===== config.mk =====
export PLATFORM = sky130hd
export DESIGN_NAME = gbs_mean9
export DESIGN_NICKNAME = d
export VERILOG_FILES = /design/src/sv/gbs_pkg.sv /design/src/sv/gbs_mean9.sv
export SDC_FILE = /design/constraint.sdc
export NUM_CORES = 1
export LEC_CHECK = 0
export BUFFER_PORTS_ARGS = -buffer_cell sky130_fd_sc_hd__buf_2
export CAP_MARGIN = 40
export CORE_ASPECT_RATIO = 0.75
export CORE_UTILIZATION = 55
export CTS_BUF_LIST = sky130_fd_sc_hd__clkbuf_8
export DETAILED_ROUTE_END_ITERATION = 10
export HOLD_SLACK_MARGIN = 0.15
export PLACE_DENSITY = 0.73
export RECOVER_POWER = 25
export SLEW_MARGIN = 0
export SYNTH_ARGS = -nofsm -noshare
export SYNTH_HDL_FRONTEND = slang
export SYNTH_SLANG_ARGS = --single-unit

===== constraint.sdc =====
create_clock -name clk_i -period 12.62 [get_ports clk_i]
set_input_delay 2.524 -clock clk_i [delete_from_list [all_inputs] [get_ports clk_i]]
set_output_delay 2.524 -clock clk_i [all_outputs]
set_load 0.01 [all_outputs]

===== src/sv/gbs_pkg.sv =====
// package for the 3x3 grid box smoother
// shared constants, config register codes and structs; no dependencies
package gbs_pkg;

  localparam int SAMPLE_W    = 16;
  localparam int COLSUM_W    = SAMPLE_W + 2;
  localparam int SUM_W       = SAMPLE_W + 4;
  localparam int X_W         = SAMPLE_W + 4;
  localparam int RECIP_SHIFT = X_W + 4;
  localparam int RECIP_W     = RECIP_SHIFT - 2;
  localparam int PROD_W      = X_W + RECIP_W;
  localparam int MEAN_SHIFT  = RECIP_SHIFT + 1;

  // ceil(2^RECIP_SHIFT / 9), exact floor(x / 9) for all x below 2^X_W
  localparam logic [RECIP_W-1:0] RECIP =
    RECIP_W'(((64'd1 << RECIP_SHIFT) + 64'd8) / 64'd9);

  localparam int ROWS_CFG_W = 13;
  localparam int COLS_CFG_W = 11;
  localparam int CFG_DATA_W = 13;
  localparam int CFG_IDX_W  = 1;

  localparam logic [ROWS_CFG_W-1:0] ROWS_RESET = 13'd256;
  localparam logic [COLS_CFG_W-1:0] COLS_RESET = 11'd256;

  typedef enum logic [CFG_IDX_W-1:0] {
    CFG_ROWS = 1'b0,
    CFG_COLS = 1'b1
  } cfg_reg_e;

  // one window column: two rows above, row above, current row, and its sum
  typedef struct packed {
    logic signed [SAMPLE_W-1:0] top;
    logic signed [SAMPLE_W-1:0] mid;
    logic signed [SAMPLE_W-1:0] bot;
    logic signed [COLSUM_W-1:0] sum;
  } column_t;

  typedef struct packed {
    logic emit;
    logic interior;
    logic last;
  } item_ctrl_t;

  typedef struct packed {
    logic load_c;
    logic load_d;
    logic load_e;
  } mean_load_t;

endpackage


===== src/sv/gbs_mean9.sv =====
// three-stage divide of a nine-sample sum by 9, rounded half away from zero
// depends on gbs_pkg
module gbs_mean9 (
  input  logic                                 clk_i,
  input  gbs_pkg::mean_load_t                  load_i,
  input  logic signed [gbs_pkg::SUM_W-1:0]     sum_i,
  output logic signed [gbs_pkg::SAMPLE_W-1:0]  mean_o
);

  localparam int SW = gbs_pkg::SAMPLE_W;

  logic signed [gbs_pkg::SUM_W-1:0] sum_q;
  logic [gbs_pkg::SUM_W-1:0]        mag;
  logic [gbs_pkg::X_W-1:0]          x_d, x_q;
  logic                             neg_d_q, neg_e_q;
  logic [gbs_pkg::PROD_W-1:0]       prod_q;
  logic [SW-1:0]                    quot;

  // magnitude fits in SUM_W-1 bits, so twice it plus 9 fits in X_W
  assign mag = sum_q[gbs_pkg::SUM_W-1] ? (~sum_q + 1'b1) : sum_q;
  assign x_d = {mag[gbs_pkg::SUM_W-2:0], 1'b0} + gbs_pkg::X_W'(9);

  always_ff @(posedge clk_i) begin
    if (load_i.load_c) begin
      sum_q <= sum_i;
    end
    if (load_i.load_d) begin
      x_q     <= x_d;
      neg_d_q <= sum_q[gbs_pkg::SUM_W-1];
    end
    if (load_i.load_e) begin
      prod_q  <= gbs_pkg::PROD_W'(x_q) * gbs_pkg::PROD_W'(gbs_pkg::RECIP);
      neg_e_q <= neg_d_q;
    end
  end

  // floor(x / 18) = floor(floor(x / 9) / 2)
  assign quot   = prod_q[gbs_pkg::MEAN_SHIFT +: SW];
  assign mean_o = neg_e_q ? $signed(~quot + 1'b1) : $signed(quot);

endmodule


# Word-level counts from Yosys, hierarchy flattened
# Cells that the tools add are included.
totals:
  reg_bits: 80
  input_bits: 24
  out_inout_bits: 16
  elab_cells: 13
classes:
  addsub: 3
  mul: 1
  muxes: 2
  bitwise: 2
ops:
  columns: ["operator", "count"]
  rows:
  - ["$mul 20x18->38 const B", 1]
  - ["$add 20x4->20 const B", 1]
  - ["$add 19x1->19 const B", 1]
  - ["$mux 19", 1]
  - ["$not 19->19", 1]
  - ["$add 16x1->16 const B", 1]
  - ["$mux 16", 1]
  - ["$not 16->16", 1]

# Depth between registers and ports, before layout
depth:
  depth_word: 4
  mapped_depth: 20
  depth_no_buf: 20

# Least setup slack after synthesis
# OpenSTA, ideal clock, no wires.
synth_path:
  path_kind: "register -> register"
  from: "register x_q[5] in the netlist's numbering"
  to: "register prod_q[40] in the netlist's numbering (data pin)"
  arrival_ns: 5.379
  required_time_ns: 12.350
  path_slack_ns: 6.971
  path_stages_with_launch: 20
  path_buffers: 0
  period_less_slack_ns: 5.649
  path_cell_list: "edfxtp_1 -> inv_1 -> fa_1 -> inv_1 -> ha_1 -> xor2_1 -> ha_1 -> fa_1 -> inv_1 -> fa_1 -> fa_1 -> inv_1 -> ha_1 -> a21o_1 -> a21o_1 -> a211oi_1 -> nand2_1 -> o21ai_0 -> nor3_1 -> or3b_2"
synth_between:
  elab_chain_cells: 1
synth_lines:
  columns: ["element", "line_no", "source"]
  rows:
  - ["start: declaration", "gbs_mean9.sv:14", "logic [gbs_pkg::X_W-1:0] x_d, x_q;"]
  - ["start signal: assignment", "gbs_mean9.sv:28", "x_q <= x_d;"]
  - ["$mul 20x18->38", "gbs_mean9.sv:32", "prod_q <= gbs_pkg::PROD_W'(x_q) * gbs_pkg::PROD_W'(gbs_pkg::RECIP);"]
  - ["end signal: assignment", "gbs_mean9.sv:32", null]
  - ["end: declaration", "gbs_mean9.sv:16", "logic [gbs_pkg::PROD_W-1:0] prod_q;"]
# Every way passes these cells.
# A chain may end at the register's enable or synchronous reset.

# Final worst setup path
# Ends and elaborated chain as after synthesis.

==> results_dict.tcl <==
set metrics [dict create \
    clock_latency_ps 350 \
    hold_path_class "register to register" \
    hold_buffers 0 \
    drive_gt1_share_pct 8.20 \
    numCtsBuffers 9 \
    worst_slew_pin_slew_ps 1380 \
    drt_wl_total_mm 16.8 \
    grt_usage_pct 23.7 \
    ys_ff_latch 57 \
    portBuffers 39 \
    synthCells 787 \
    gp_congestion 0.977 \
    crit_end "prod_q[40]" \
    ioPinCount 40 \
    startpoint "x_q[5]" \
    final_common_cell "inv_1" \
    hold_viol_final 0 \
    period_share_pct 49.4 \
    path_clk_slew_ps 70 \
    ys.flop_type "edfxtp_1" \
    clkSinkCount 57 \
    firstDrtPassIters 5 \
    drv_cap 0 \
    r2r-start "x_q[5]" \
    core_um2 14500 \
    synth_nets 1045 \
    die_area_um2 15300 \
    cp_cell_sequence "inv_1 -> fa_1 -> inv_1 -> ha_1 -> xor2_1 -> ha_1 -> fa_1 -> inv_1 -> fa_1 -> fa_1 -> inv_1 -> ha_1 -> a21o_1 -> a21o_1 -> a211oi_1 -> nand2_1 -> o21ai_0 -> nor3_1 -> or3b_2" \
    max_freq_mhz 160 \
    synth_area_leader_cell "ha_1" \
    slowest_stage "o21ai_0" \
    die_w_um 142 \
    syn_to_final_growth_pct 7.62 \
    syn_area_um2 8130 \
    worst-setup-path-type "register to register" \
    dieHeight_um 107 \
    grt_max_degree 37 \
    rsz0062_at_grt "no" \
    crit_path_end_kind "register" \
    status "complete, no violations" \
    grt.overflow.total 0 \
    ys.warnings.count 0 \
    antenna_cells 0 \
    fin_skew_ps 9.48 \
    rows 38 \
    clockBufferDepth 2 \
    cp-start-kind "register" \
    grt_pass1_vias 5700 \
    h-tree-depth 3 \
    finalCriticalPeriod_ps 6230 \
    antenna_found_initial 0 \
    synth_top_area_share_pct 22.6 \
    initial_core_util_pct 56.2 \
    synth.top_cells.by_area "ha_1 23%, fa_1 21%, edfxtp_1 21%" \
    cts_resized 0 \
    via_per_inst 5.57 \
    reg2reg_to "prod_q[40]" \
    ant_nets 0 \
    via_count 5727 \
    cts_setup_buffers 0 \
    layout_common_cells "154 x inv_1, 147 x ha_1, 87 x fa_1" \
    r2r_setup_slack_ps 6390 \
    tns_ps 0 \
    cts_tree "built" \
    slew_violations 0 \
    reg2regPathDepth 19 \
    ys_seq_area_share_pct 21.1 \
    grt_pass1_wl_mm 27.6 \
    relSlewSlack_pct 8.29 \
    synth_edf_count 57 \
    wl_per_cell_um 16.3 \
    drc_errors 0 \
    post-dp-hpwl_mm 14.8 \
    syn_avg_cell_area_um2 10.3 \
    cp.arrival_ps 6330 \
    cp.required_ps 12710 \
    cp_max_fo 6 \
    cts_root_buffer "clkbuf_8" \
    layout.nets 1082 \
    async_flop_share_pct 0 \
    slowest_delay_ps 660 \
    drt-initial-drc-count 375 \
    yosys.cell_types.count 63 \
    setup-violations-final 0 \
]
[worst max-delay path: cells and delay by family (launching register included)]
kind | cells | cell delay [ps]
xor gates and xnor gates | 1 | 190
AOI/OAI and AO/OA | 4 | 1230
and+or+nand+nor | 3 | 690
adders and majority gates | 7 | 3140
buffers and inverters | 4 | 270
DFF | 1 | 440
[registers in the layout (all words and copies together), names as in the netlist]
name     flops
prod_q      16
neg_d_q      1
sum_q       20
x_q         19
neg_e_q      1
[synth_stat cells, types with 3 or more instances]
master / count
or3b_2: 3
nand4_1: 5
a31oi_1: 5
o311ai_0: 3
or3_1: 4
ha_1: 147
inv_1: 152
or2_2: 3
o21a_1: 6
and2_1: 3
o211ai_1: 7
nor2b_1: 10
fa_1: 87
a21oi_1: 30
a21boi_0: 5
xnor2_1: 41
nor4_1: 4
o21ai_0: 27
clkbuf_1: 10
nand2b_1: 6
nand2_1: 39
a211oi_1: 3
a21o_1: 12
edfxtp_1: 57
o21bai_1: 3
o41ai_1: 4
o31ai_1: 9
nor3_1: 9
nand3_1: 10
nor2_1: 17
xor2_1: 28
[routing by layer]
metal | track usage, % | vias up | routed length (um)
met5 | 0 | - | 0
li1 | - | 2755 | -
met3 | 4.76 | 16 | 1100
met4 | 5.53 | 0 | 157
met1 | 35.3 | 2791 | 8350
met2 | 35.2 | 165 | 7190
[how the worst min path moves through the flow]
stage | from | to | slack, ps | cells past startpoint
floorplan | neg_d_q | neg_e_q | 400 | 0
global placement | neg_d_q | neg_e_q | 480 | 0
detailed placement | neg_d_q | neg_e_q | 470 | 0
CTS | neg_d_q | neg_e_q | 480 | 0
global route | neg_d_q | neg_e_q | 480 | 0
finish | neg_d_q | neg_e_q | 470 | 0
[cell families after synthesis]
kind of cell	count (synthesis)	synth area share (%)
buffers and inverters	167	7.90
adders and majority gates	234	44.1
AOI/OAI and AO/OA	133	11.1
DFF	57	21.1
xor gates and xnor gates	69	7.44
and+or+nand+nor	127	8.42
[through the flow]
stage	std cells	setup slack, ps	utilization, %	cell area [um2]	hold WS, ps
final	1029	6390	60.5	8750	471
after global routing	1029	6070	60.5	8750	476
after CTS	1029	6370	60.6	8750	484
after detailed placement	1013	6390	58.9	8520	468
after global placement	1013	6540	58.9	8520	476
after floorplan	787	6970	-	8130	400
[cell type report]
class,instances,area [um2]
Multi-Input combinational cell,563,5770
Fill cell,1186,5710
Sequential cell,57,1710
Inverter,152,571
Tap cell,200,250
Timing Repair Buffer,41,205
Clock buffer,9,124
Clock inverter,7,111
Power is left out: the tool's default activity adds up to more than one toggle a clock period on the data nets, which glitch-free logic cannot reach.
