### config.mk
export PLATFORM = sky130hd
export DESIGN_NAME = gbs_cell
export DESIGN_NICKNAME = d
export VERILOG_FILES = /design/src/sv/gbs_pkg.sv /design/src/sv/gbs_cell.sv
export SDC_FILE = /design/constraint.sdc
export NUM_CORES = 1
export LEC_CHECK = 0
export BUFFER_PORTS_ARGS = -buffer_cell sky130_fd_sc_hd__buf_2
export CAP_MARGIN = 10
export CORE_UTILIZATION = 40
export CTS_BUF_LIST = sky130_fd_sc_hd__clkbuf_16
export CTS_CLUSTER_SIZE = 40
export DETAILED_ROUTE_END_ITERATION = 8
export GPL_ROUTABILITY_DRIVEN = 0
export PLACE_DENSITY = 0.75
export SLEW_MARGIN = 20
export SYNTH_ARGS = -nofsm -noshare
export SYNTH_HDL_FRONTEND = slang
export SYNTH_SLANG_ARGS = --single-unit
export TNS_END_PERCENT = 20
### constraint.sdc
create_clock -name clk_i -period 0.8 [get_ports clk_i]
set_clock_uncertainty 0.05 [all_clocks]
set_input_delay 0 -clock clk_i [delete_from_list [all_inputs] [get_ports clk_i]]
set_output_delay 0 -clock clk_i [all_outputs]
set_load 0.1 [all_outputs]
### src/sv/gbs_pkg.sv
// package for the 3x3 grid box smoother
// shared constants, config register codes and structs; no dependencies
package gbs_pkg;

  localparam int SAMPLE_W    = 16;
  localparam int COLSUM_W    = SAMPLE_W + 2;
  localparam int SUM_W       = SAMPLE_W + 4;
  localparam int X_W         = SAMPLE_W + 4;
  localparam int RECIP_SHIFT = X_W + 4;
  localparam int RECIP_W     = RECIP_SHIFT - 2;
  localparam int PROD_W      = X_W + RECIP_W;
  localparam int MEAN_SHIFT  = RECIP_SHIFT + 1;

  // ceil(2^RECIP_SHIFT / 9), exact floor(x / 9) for all x below 2^X_W
  localparam logic [RECIP_W-1:0] RECIP =
    RECIP_W'(((64'd1 << RECIP_SHIFT) + 64'd8) / 64'd9);

  localparam int ROWS_CFG_W = 13;
  localparam int COLS_CFG_W = 11;
  localparam int CFG_DATA_W = 13;
  localparam int CFG_IDX_W  = 1;

  localparam logic [ROWS_CFG_W-1:0] ROWS_RESET = 13'd256;
  localparam logic [COLS_CFG_W-1:0] COLS_RESET = 11'd256;

  typedef enum logic [CFG_IDX_W-1:0] {
    CFG_ROWS = 1'b0,
    CFG_COLS = 1'b1
  } cfg_reg_e;

  // one window column: two rows above, row above, current row, and its sum
  typedef struct packed {
    logic signed [SAMPLE_W-1:0] top;
    logic signed [SAMPLE_W-1:0] mid;
    logic signed [SAMPLE_W-1:0] bot;
    logic signed [COLSUM_W-1:0] sum;
  } column_t;

  typedef struct packed {
    logic emit;
    logic interior;
    logic last;
  } item_ctrl_t;

  typedef struct packed {
    logic load_c;
    logic load_d;
    logic load_e;
  } mean_load_t;

endpackage

### src/sv/gbs_cell.sv
// one column cell of the 3x3 window chain
// depends on gbs_pkg
module gbs_cell (
  input  logic            clk_i,
  input  logic            rst_ni,
  input  logic            shift_i,
  input  gbs_pkg::column_t col_i,
  output gbs_pkg::column_t col_o
);

  gbs_pkg::column_t col_q;

  always_ff @(posedge clk_i or negedge rst_ni) begin
    if (!rst_ni) begin
      col_q <= '0;
    end else if (shift_i) begin
      col_q <= col_i;
    end
  end

  assign col_o = col_q;

endmodule

==> flow_summary.json, run 1 <==
{
  "synthSimpleGateAreaFrac_pct": 0,
  "clockBufferDepth": 2,
  "synth-xor-area-share_pct": 0,
  "yosys_warnings": 0,
  "postCtsResizedCells": 73,
  "initial_core_util_pct": 41.4,
  "ys_types": 5,
  "synthAdderAreaFrac_pct": 0,
  "portBuffers": 134,
  "postSynthNetCount": 208,
  "htreeDepth": 3,
  "status": "aborted with a tool error",
  "ys_seq_area_share_pct": 63.2,
  "haltStage": "clock tree synthesis (4_1_cts)",
  "syn-instance-count": 139,
  "rows": 29,
  "hold_buffers": 67,
  "die_h_um": 82.8,
  "synth.area.top_cells": "dfrtp_1 (63%), mux2_4 (23%), mux2_2 (11%)",
  "cts_setup_buffers": 7,
  "clock-sinks": 66,
  "ioPinCount": 135,
  "synth.avg_cell_area_um2": 18.8,
  "netlist_area_um2": 2610,
  "synth-seq-cells": 66,
  "muxShareOfSynthArea_pct": 34.2,
  "die_width_um": 82.8,
  "netlist.area_leader.share_pct": 63.2,
  "synth_area_leader_cell": "dfrtp_1",
  "cts-root-buf": "clkbuf_16",
  "dpl.hpwl_um": 5460,
  "cts_buffers": 9,
  "firstError": "[ERROR DPL-0038] Utilization greater than 100%, impossible to legalize",
  "synth-compound-area-share_pct": 0,
  "synth_top_family_by_area": "multiplexers"
}
==> per-stage QoR <==
| step | worst slack, ns | area [um^2] | TNS, ns | hold WS [ns] | instances |
|---|---|---|---|---|---|
| floorplan | -0.277 | 2860 | -18.11 | -0.346 | 139 |
| global placement | -0.0950 | 5140 | -5.77 | -0.0408 | 414 |
| detailed placement | -0.123 | 5140 | -6.66 | -0.0324 | 414 |
==> cells in the mapped netlist, drive strengths merged <==
library cell and count:
dfrtp 66, mux2 66, buf 7
==> cells by family after synthesis <==
family   after synthesis
buf+inv                7
mux                   66
flops                 66
==> run 2: changes to the inputs <==
--- a/config.mk
+++ b/config.mk
@@ -8,11 +8,9 @@
 export BUFFER_PORTS_ARGS = -buffer_cell sky130_fd_sc_hd__buf_2
 export CAP_MARGIN = 10
 export CORE_UTILIZATION = 40
-export CTS_BUF_LIST = sky130_fd_sc_hd__clkbuf_16
-export CTS_CLUSTER_SIZE = 40
 export DETAILED_ROUTE_END_ITERATION = 8
 export GPL_ROUTABILITY_DRIVEN = 0
-export PLACE_DENSITY = 0.75
+export PLACE_DENSITY_LB_ADDON = 0.15
 export SLEW_MARGIN = 20
 export SYNTH_ARGS = -nofsm -noshare
 export SYNTH_HDL_FRONTEND = slang
==> constraint.sdc (replaced) <==
create_clock -name clk_i -period 1.05 [get_ports clk_i]
set_clock_uncertainty 0.05 [all_clocks]
set_input_delay 0 -clock clk_i [delete_from_list [all_inputs] [get_ports clk_i]]
set_output_delay 0 -clock clk_i [all_outputs]
set_load 0.1 [all_outputs]
==> run 2 against run 1 <==
  * The flow now finishes, with violations (negative setup slack)
  * Synthesized cell count is the same
  * Area after synthesis is the same
==> flow_summary.json, run 2 <==
{
  "status": "complete, but fails checks",
  "violations": "negative setup slack",
  "r2r_slack_ns": 0,
  "most-common-layout-cells": "buf_12 (70), dlygate4sd3_1 (68), buf_2 (67)",
  "drt_pass1_iterations": 4,
  "max_stage_delay_ns": 0.51,
  "grt_setup_unrepaired": "yes",
  "synth_area_leader_cell": "dfrtp_1",
  "wl_per_cell_um": 17.7,
  "synth-edff-count": 0,
  "min_path_type": "input port to flip-flop",
  "ys_seq_area_share_pct": 63.2,
  "setup_slack_ns": -0.0369,
  "finalSetupViolations": 66,
  "ant_nets": 0,
  "grt_start_max_net_pins": 67,
  "synth-seq-cells": 66,
  "antenna_found_initial": 1,
  "rr_worst_depth": 2,
  "crit_slowest_cell": "dfrtp_4",
  "yosys_warnings": 0,
  "cts_tree": "done",
  "drc": 0,
  "fin_area_um2": 5560,
  "synth-xor-area-share_pct": 0,
  "synth-compound-area-share_pct": 0,
  "die_width_um": 82.8,
  "syn-instance-count": 139,
  "crit_required_ns": 1.00,
  "synth.area.top_cells": "dfrtp_1 (63%), mux2_4 (23%), mux2_2 (11%)",
  "worst_ir_drop_vdd_v": 0.00123,
  "initial_core_util_pct": 41.4,
  "synth.avg_cell_area_um2": 18.8,
  "clk_latency_ns": 0.34,
  "drive_gt1_share_pct": 80.4,
  "synthSimpleGateAreaFrac_pct": 0,
  "cts.clk_slew.worst_paths_ns": 0.08,
  "critPathTopFamily": "flip-flops",
  "critical_path_class": "flip-flop to primary output",
  "ys_types": 5,
  "netlist_area_um2": 2610,
  "dpl.hpwl_um": 4490,
  "cts-root-buf": "clkbuf_8",
  "synthArstFlopShare_pct": 100,
  "muxShareOfSynthArea_pct": 34.2,
  "drt-total-wl_um": 7700,
  "setup-tns-final_ns": -0.985,
  "reg2reg_from": "col_o[34]",
  "worstPathCellList": "buf_12",
  "worst_slew_pin_slew_ns": 0.346,
  "r2r-end": "col_o[34]",
  "min_to": "col_o[56]",
  "holdPathStages": 3,
  "synthAdderAreaFrac_pct": 0,
  "drtIter0Drc": 34,
  "synth-main-ff-cell": "dfrtp_1",
  "place_area_um2": 4640,
  "die_h_um": 82.8,
  "synth_top_family_by_area": "multiplexers",
  "hold_start": "shift_i",
  "netlist.area_leader.share_pct": 63.2,
  "cp.arrival_ns": 1.04,
  "dieArea_um2": 6860,
  "synth_most_common_cell": "dfrtp_1",
  "via_count": 2025,
  "layout_commonest_cell": "buf_12",
  "fin_crit_ns": 1.09,
  "synth_common_cells": "dfrtp_1 (66), mux2_4 (40), mux2_2 (26)",
  "power.leakage_uw": 0.00247,
  "rows": 29,
  "track_usage_pct": 24.2,
  "postSynthNetCount": 208,
  "fmax_mhz": 920,
  "grt_pass1_wl_um": 11500,
  "nNetsFinal": 421,
  "worstSetupStartpointType": "flip-flop",
  "p_total_uw": 9600,
  "critPathBufInv": 1,
  "ioPinCount": 135,
  "clock-sinks": 66,
  "pwr_density_cell_nw_per_um2": 1720,
  "viasPerCell": 4.66,
  "cap_violations": 0,
  "slew_headroom_pct": 76.9,
  "hold_viol_final": 0,
  "htreeDepth": 3,
  "core_region_area_um2": 6310,
  "cp_max_fo": 2,
  "first_global_vias": 2251,
  "overflow": 0,
  "fin_crit_sh_pct": 104,
  "cts_buffers": 9,
  "largest_reg_flops": 66,
  "portBuffers": 134,
  "clockBufferDepth": 2,
  "slew_viol_final": 0,
  "syn_to_final_growth_pct": 113,
  "worstSetupEndpointType": "primary output",
  "post-place-ws_ns": 0.109
}
==> run 2: cell counts after synthesis <==
No cell type changed its count.
==> run 2: per-stage QoR <==
| stage | hold WS [ns] | cells | utilization, % |
|---|---|---|---|
| after floorplan | -0.346 | 139 | - |
| after global placement | -0.000176 | 348 | 73.5 |
| after detailed placement | -0.00479 | 348 | 73.5 |
| after CTS | 0.0909 | 434 | 88.1 |
| after global routing | 0.0964 | 435 | 88.1 |
| final | 0.103 | 435 | 88.1 |
==> run 2: timing repair <==
item / CTS / global route
resized for setup: 1 / 0
gates cloned: 0 / 0
pin swaps: 0 / 0
hold buffers: 68 / 0
endpoints found under the setup margin: 66 / 67
hold endpoints to repair: 132 / 0
buffers inserted: 2 / 0
==> run 2: final cells by class <==
type                    count  area (um^2)
clock buffers              12          145
diodes                      1         2.50
well taps                  77         96.3
multi-input cells          66          893
repair buffers            209         2450
clock inverters             4         75.1
flip-flops and latches     66         1900
fillers                   284          751
==> run 2: worst min-delay path: stages <==
cell and delay [ns]:
buf_4 0.15, buf_4 0.16, mux2_4 0.15
==> run 2: where the power goes <==
part / total [uW] / switching [uW] / internal [uW]
Clock: 2410 / 1010 / 1400
Combinational: 3920 / 2330 / 1600
Sequential: 3260 / 296 / 2960
Total: 9600 / 3630 / 5970
==> run 2: kinds of logic after synthesis <==
| family | Yosys count |
|---|---|
| multiplexers | 66 |
| flip-flops | 66 |
| buffers and inverters | 7 |
==> run 2: per-layer routing <==
metal / routed length, um / part of all wire, % / up-vias / track usage, %
li1: - / - / 908 / -
met1: 2660 / 35 / 1021 / 24.9
met2: 4410 / 57 / 79 / 44.5
met3: 442 / 5.7 / 17 / 7.32
met4: 191 / 2.5 / 0 / 11.4
met5: 0 / 0 / - / 0
==> run 2: how the worst max path moves through the flow <==
stage / end / cells after the start / start / slack [ns]
5_1_grt: col_o[34] / 1 / col_o[34] / -0.06
3_5_place_dp: col_o[17] / 3 / shift_i / 0.11
4_1_cts: col_o[6] / 1 / col_o[6] / -0.04
2_1_floorplan: col_o[0] / 1 / col_o[0] / -0.03
6_report: col_o[34] / 1 / col_o[34] / -0.04
3_3_place_gp: col_o[47] / 3 / shift_i / 0.12
(Power assumes the default switching activity.)
==> run 3: changes to the inputs <==
--- a/config.mk
+++ b/config.mk
@@ -10,6 +10,7 @@
 export CORE_UTILIZATION = 40
 export DETAILED_ROUTE_END_ITERATION = 8
 export GPL_ROUTABILITY_DRIVEN = 0
+export MAX_ROUTING_LAYER = met4
 export PLACE_DENSITY_LB_ADDON = 0.15
 export SLEW_MARGIN = 20
 export SYNTH_ARGS = -nofsm -noshare
==> run 3 against run 2 <==
  * The flow still finishes with violations (negative setup slack)
  * Total power hardly changed
  * Largest power group unchanged
  * Clock-buffer cell count unchanged
  * Die area stayed put
  * Routed wire length up 0.51%
  * Register-to-register slack about the same
  * Worst setup slack better by 0.0082 ns
  * Hold slack better by 0.0021 ns
  * Utilization about the same
  * Flip-flop and latch count unchanged
  * Clock power hardly changed
  * Sequential share of layout area is essentially flat
==> flow_summary.json, run 3 (same netlist as run 2, synthesis figures left out) <==
{
  "power.leakage_uw": 0.00248,
  "worstSetupEndpointType": "primary output",
  "critPathBufInv": 1,
  "syn_to_final_growth_pct": 113,
  "clk_latency_ns": 0.34,
  "layout_commonest_cell": "buf_12",
  "fin_area_um2": 5570,
  "min_path_type": "input port to flip-flop",
  "via_count": 2007,
  "pwr_density_cell_nw_per_um2": 1720,
  "drc": 0,
  "finalSetupViolations": 63,
  "drt-total-wl_um": 7740,
  "die_width_um": 82.8,
  "worst_slew_pin_slew_ns": 0.354,
  "cp.arrival_ns": 1.03,
  "most-common-layout-cells": "buf_12 (70), dlygate4sd3_1 (67), buf_2 (67)",
  "htreeDepth": 3,
  "cts_tree": "done",
  "largest_reg_flops": 66,
  "n_fill_cell": 283,
  "first_global_vias": 2254,
  "cap_violations": 0,
  "layoutNonFillerInstCount": 435,
  "crit_slowest_cell": "dfrtp_4",
  "place_area_um2": 4640,
  "place_inst": 348,
  "ioPinCount": 135,
  "grt_setup_unrepaired": "yes",
  "initial_core_util_pct": 41.4,
  "nNetsFinal": 421,
  "core_region_area_um2": 6310,
  "fin_crit_ns": 1.08,
  "ant_nets": 0,
  "cp_max_fo": 2,
  "dpl.hpwl_um": 4490,
  "grt_pass1_wl_um": 11500,
  "setup_slack_ns": -0.0287,
  "status": "complete, but fails checks",
  "drive_gt1_share_pct": 80.4,
  "rows": 29,
  "setup-tns-final_ns": -0.755,
  "crit_required_ns": 1.00,
  "fin_crit_sh_pct": 103,
  "hold_viol_final": 0,
  "track_usage_pct": 24.9,
  "cts-root-buf": "clkbuf_8",
  "cts_buffers": 9,
  "overflow": 0,
  "fmax_mhz": 927,
  "worstPathCellList": "buf_12",
  "max_stage_delay_ns": 0.50,
  "drtIter0Drc": 46,
  "grt_start_max_net_pins": 67,
  "p_total_uw": 9590,
  "cts.clk_slew.worst_paths_ns": 0.08,
  "critPathTopFamily": "flip-flops",
  "wl_per_cell_um": 17.8,
  "antenna_found_initial": 1,
  "hold_ws_ns": 0.105,
  "clock-sinks": 66,
  "drt_pass1_iterations": 3,
  "portBuffers": 134,
  "dieArea_um2": 6860,
  "slew_headroom_pct": 76.4,
  "worst_ir_drop_vdd_v": 0.00122,
  "worstSetupStartpointType": "flip-flop",
  "die_h_um": 82.8,
  "critical_path_class": "flip-flop to primary output",
  "slew_viol_final": 0,
  "clockBufferDepth": 2,
  "violations": "negative setup slack",
  "viasPerCell": 4.61
}
-- run 3: changes by cell type in the layout (fill, tap and decap cells not counted) --
cell            delta
dlygate4sd3_1      -1
dlymetal6s4s_1     +1
-- run 3: repair_timing --
item | CTS | global route
pin swaps | 0 | 0
endpoints found under the hold margin | 132 | 0
hold buffers | 68 | 0
gates resized for setup | 1 | 1
setup endpoints to repair | 66 | 68
buffers inserted | 2 | 0
-- run 3: tightest hold or removal path, cell delays in order --
cell and delay [ns]:
buf_4 0.15, buf_4 0.16, mux2_4 0.15
-- run 3: per-stage QoR --
stage	setup slack [ns]	util, %
after floorplan	-0.0268	-
after global placement	0.125	73.5
after detailed placement	0.109	73.5
after CTS	-0.0406	88.1
after global routing	-0.0542	88.1
final	-0.0287	88.1
-- run 3: layout make-up --
cell class | instances | area (um^2) | area share (%)
diodes | 1 | 2.50 | 0.0450
clock inverters | 4 | 75.1 | 1.35
clock buffers | 12 | 145 | 2.61
repair buffers | 209 | 2450 | 44.1
flip-flops and latches | 66 | 1900 | 34.1
multi-input cells | 66 | 893 | 16.1
well taps | 77 | 96.3 | 1.73
-- run 3: where the power goes --
part	internal (uW)	leakage [uW]	switching [uW]
clock	1400	0.000103	998
combinational	1600	0.00166	2330
sequential	2960	0.000711	295
-- run 3: final timing paths --
path,startpoint,end,slack [ns],cells after the start
max,col_o[6],col_o[6],-0.03,1
min in group asynchronous,rst_ni,col_o[44],0.17,3
min reg2reg,col_o[27],col_o[27],0.54,1
max reg2reg,col_o[34],col_o[34],0,2
max in group asynchronous,rst_ni,col_o[63],0.46,3
min,shift_i,col_o[56],0.11,3
-- run 3: layer usage --
metal  part of all wire (%)  global-route usage [%]  vias up  routed length (um)
li1                       -                       -      908                   -
met1                     36                    25.4     1009                2750
met2                     57                    44.8       74                4420
met3                    5.1                    5.57       16                 392
met4                    2.4                    12.4        0                 182
met5                      0                       -        -                   0
==> run 4: changes to the inputs <==
==> constraint.sdc (replaced) <==
create_clock -name clk_i -period 1.1 [get_ports clk_i]
set_clock_uncertainty 0.05 [all_clocks]
set_input_delay 0 -clock clk_i [delete_from_list [all_inputs] [get_ports clk_i]]
set_output_delay 0 -clock clk_i [all_outputs]
set_load 0.1 [all_outputs]
==> run 4 against run 3 <==
  * The run now ends clean
  * Sequential share of layout area shrank 2.5 points
  * Clock-buffer cell count grew 2
  * Hold slack gained 0.015 ns
  * Total power shrank 8.6%
  * Cell area shrank 5.1%
  * Highest routed layer unchanged
  * Routed wire length shrank 12%
  * First-iteration DRC count shrank 22%
==> flow_summary.json, run 4 (same netlist as run 2, synthesis figures left out) <==
{
  "worstSetupEndpointType": "primary output",
  "dieArea_um2": 6860,
  "cts-root-buf": "clkbuf_8",
  "slew_headroom_pct": 76.9,
  "fmax_mhz": 991,
  "hold_start": "shift_i",
  "ant_nets": 0,
  "cts_tree": "done",
  "syn_to_final_growth_pct": 102,
  "via_count": 1969,
  "initial_core_util_pct": 41.4,
  "r2r_slack_ns": 0.22,
  "cp_max_fo": 2,
  "final-seq-area_um2": 1670,
  "status": "complete, no violations",
  "startpoint": "col_o[48]",
  "dpl.hpwl_um": 4160,
  "cts_setup_buffers": 0,
  "slew_viol_final": 0,
  "worst_ir_drop_vdd_v": 0.00123,
  "grt_pass1_wl_um": 10500,
  "grt_start_max_net_pins": 67,
  "holdPathStages": 3,
  "die_width_um": 82.8,
  "track_usage_pct": 22.2,
  "cp.arrival_ns": 0.96,
  "largest_reg_flops": 66,
  "max_stage_delay_ns": 0.42,
  "min_path_type": "input port to flip-flop",
  "cap_violations": 0,
  "wl_per_cell_um": 15.8,
  "cts_buffers": 9,
  "rows": 29,
  "most-common-layout-cells": "buf_12 (70), dlygate4sd3_1 (67), buf_2 (67)",
  "reg2reg_from": "col_o[16]",
  "hold_ws_ns": 0.120,
  "drt-total-wl_um": 6810,
  "fin_crit_sh_pct": 91.8,
  "die_h_um": 82.8,
  "fin_area_um2": 5280,
  "finalSetupViolations": 0,
  "antenna_found_initial": 0,
  "r2r-end": "col_o[16]",
  "core_region_area_um2": 6310,
  "hold_viol_final": 0,
  "overflow": 0,
  "clock-sinks": 66,
  "multi_input_area_um2": 893,
  "viasPerCell": 4.58,
  "grt_setup_unrepaired": "no",
  "diodes": 0,
  "fin_crit_ns": 1.01,
  "drive_gt1_share_pct": 65.4,
  "pwr_density_cell_nw_per_um2": 1660,
  "layout_commonest_cell": "buf_12",
  "critPathBufInv": 1,
  "cts.clk_slew.worst_paths_ns": 0.07,
  "drt_pass1_iterations": 4,
  "power.leakage_uw": 0.00250,
  "place_area_um2": 4400,
  "rr_worst_depth": 1,
  "crit_required_ns": 1.05,
  "drc": 0,
  "nNetsFinal": 417,
  "critical_path_class": "flip-flop to primary output",
  "portBuffers": 134,
  "worstSetupStartpointType": "flip-flop",
  "ioPinCount": 135,
  "worstPathCellList": "buf_12",
  "first_global_vias": 2185,
  "worst_slew_pin_slew_ns": 0.346,
  "htreeDepth": 3,
  "min_to": "col_o[55]",
  "clockBufferDepth": 2,
  "crit_slowest_cell": "dfrtp_1",
  "clk_latency_ns": 0.33,
  "n_fill_cell": 316,
  "critPathTopFamily": "flip-flops",
  "drtIter0Drc": 36
}
==> run 4: where the power goes <==
group	switching [uW]	total [uW]	internal, uW
logic	2200	3710	1500
registers	273	2950	2680
clock network	867	2100	1230
total	3340	8760	5410
==> run 4: area by class of cell <==
| class | instances | area share, % |
|---|---|---|
| Timing Repair Buffer | 205 | 45.7 |
| Sequential cell | 66 | 31.6 |
| Multi-Input combinational cell | 66 | 16.9 |
| Clock buffer | 14 | 3.27 |
| Tap cell | 77 | 1.82 |
| Clock inverter | 2 | 0.664 |
==> run 4: worst max-delay path by stage <==
stage | endpoint | cells past startpoint
CTS | col_o[31] | 1
global route | col_o[48] | 1
finish | col_o[48] | 1
global placement | col_o[47] | 3
detailed placement | col_o[19] | 3
floorplan | col_o[37] | 1
==> run 4: what timing repair did <==
item                                   CTS  global route
endpoints found under the hold margin  132             0
hold buffers                            67             0
gates resized for setup                  0             0
setup endpoints to repair                0             0
==> run 4: layer usage <==
layer  part of all wire [%]  track usage [%]  vias to the layer above  wire [um]
met2                     51             37.4                       92       3500
li1                       -                -                      903          -
met3                    7.6             5.46                       15        518
met1                     39             24.7                      959       2640
met5                      0                -                        -          0
met4                    2.0             10.5                        0        139
==> run 4: through the flow <==
stage	std cells	worst slack, ns	utilization [%]	TNS (ns)	total power [uW]
after detailed placement	347	0.213	69.7	0	6520
after floorplan	139	-0.208	-	-10.98	5060
after CTS	430	0.0925	83.6	0	8820
after global routing	430	0.0637	83.6	0	9050
after global placement	347	0.222	69.7	0	6490
final	430	0.0906	83.6	0	8760
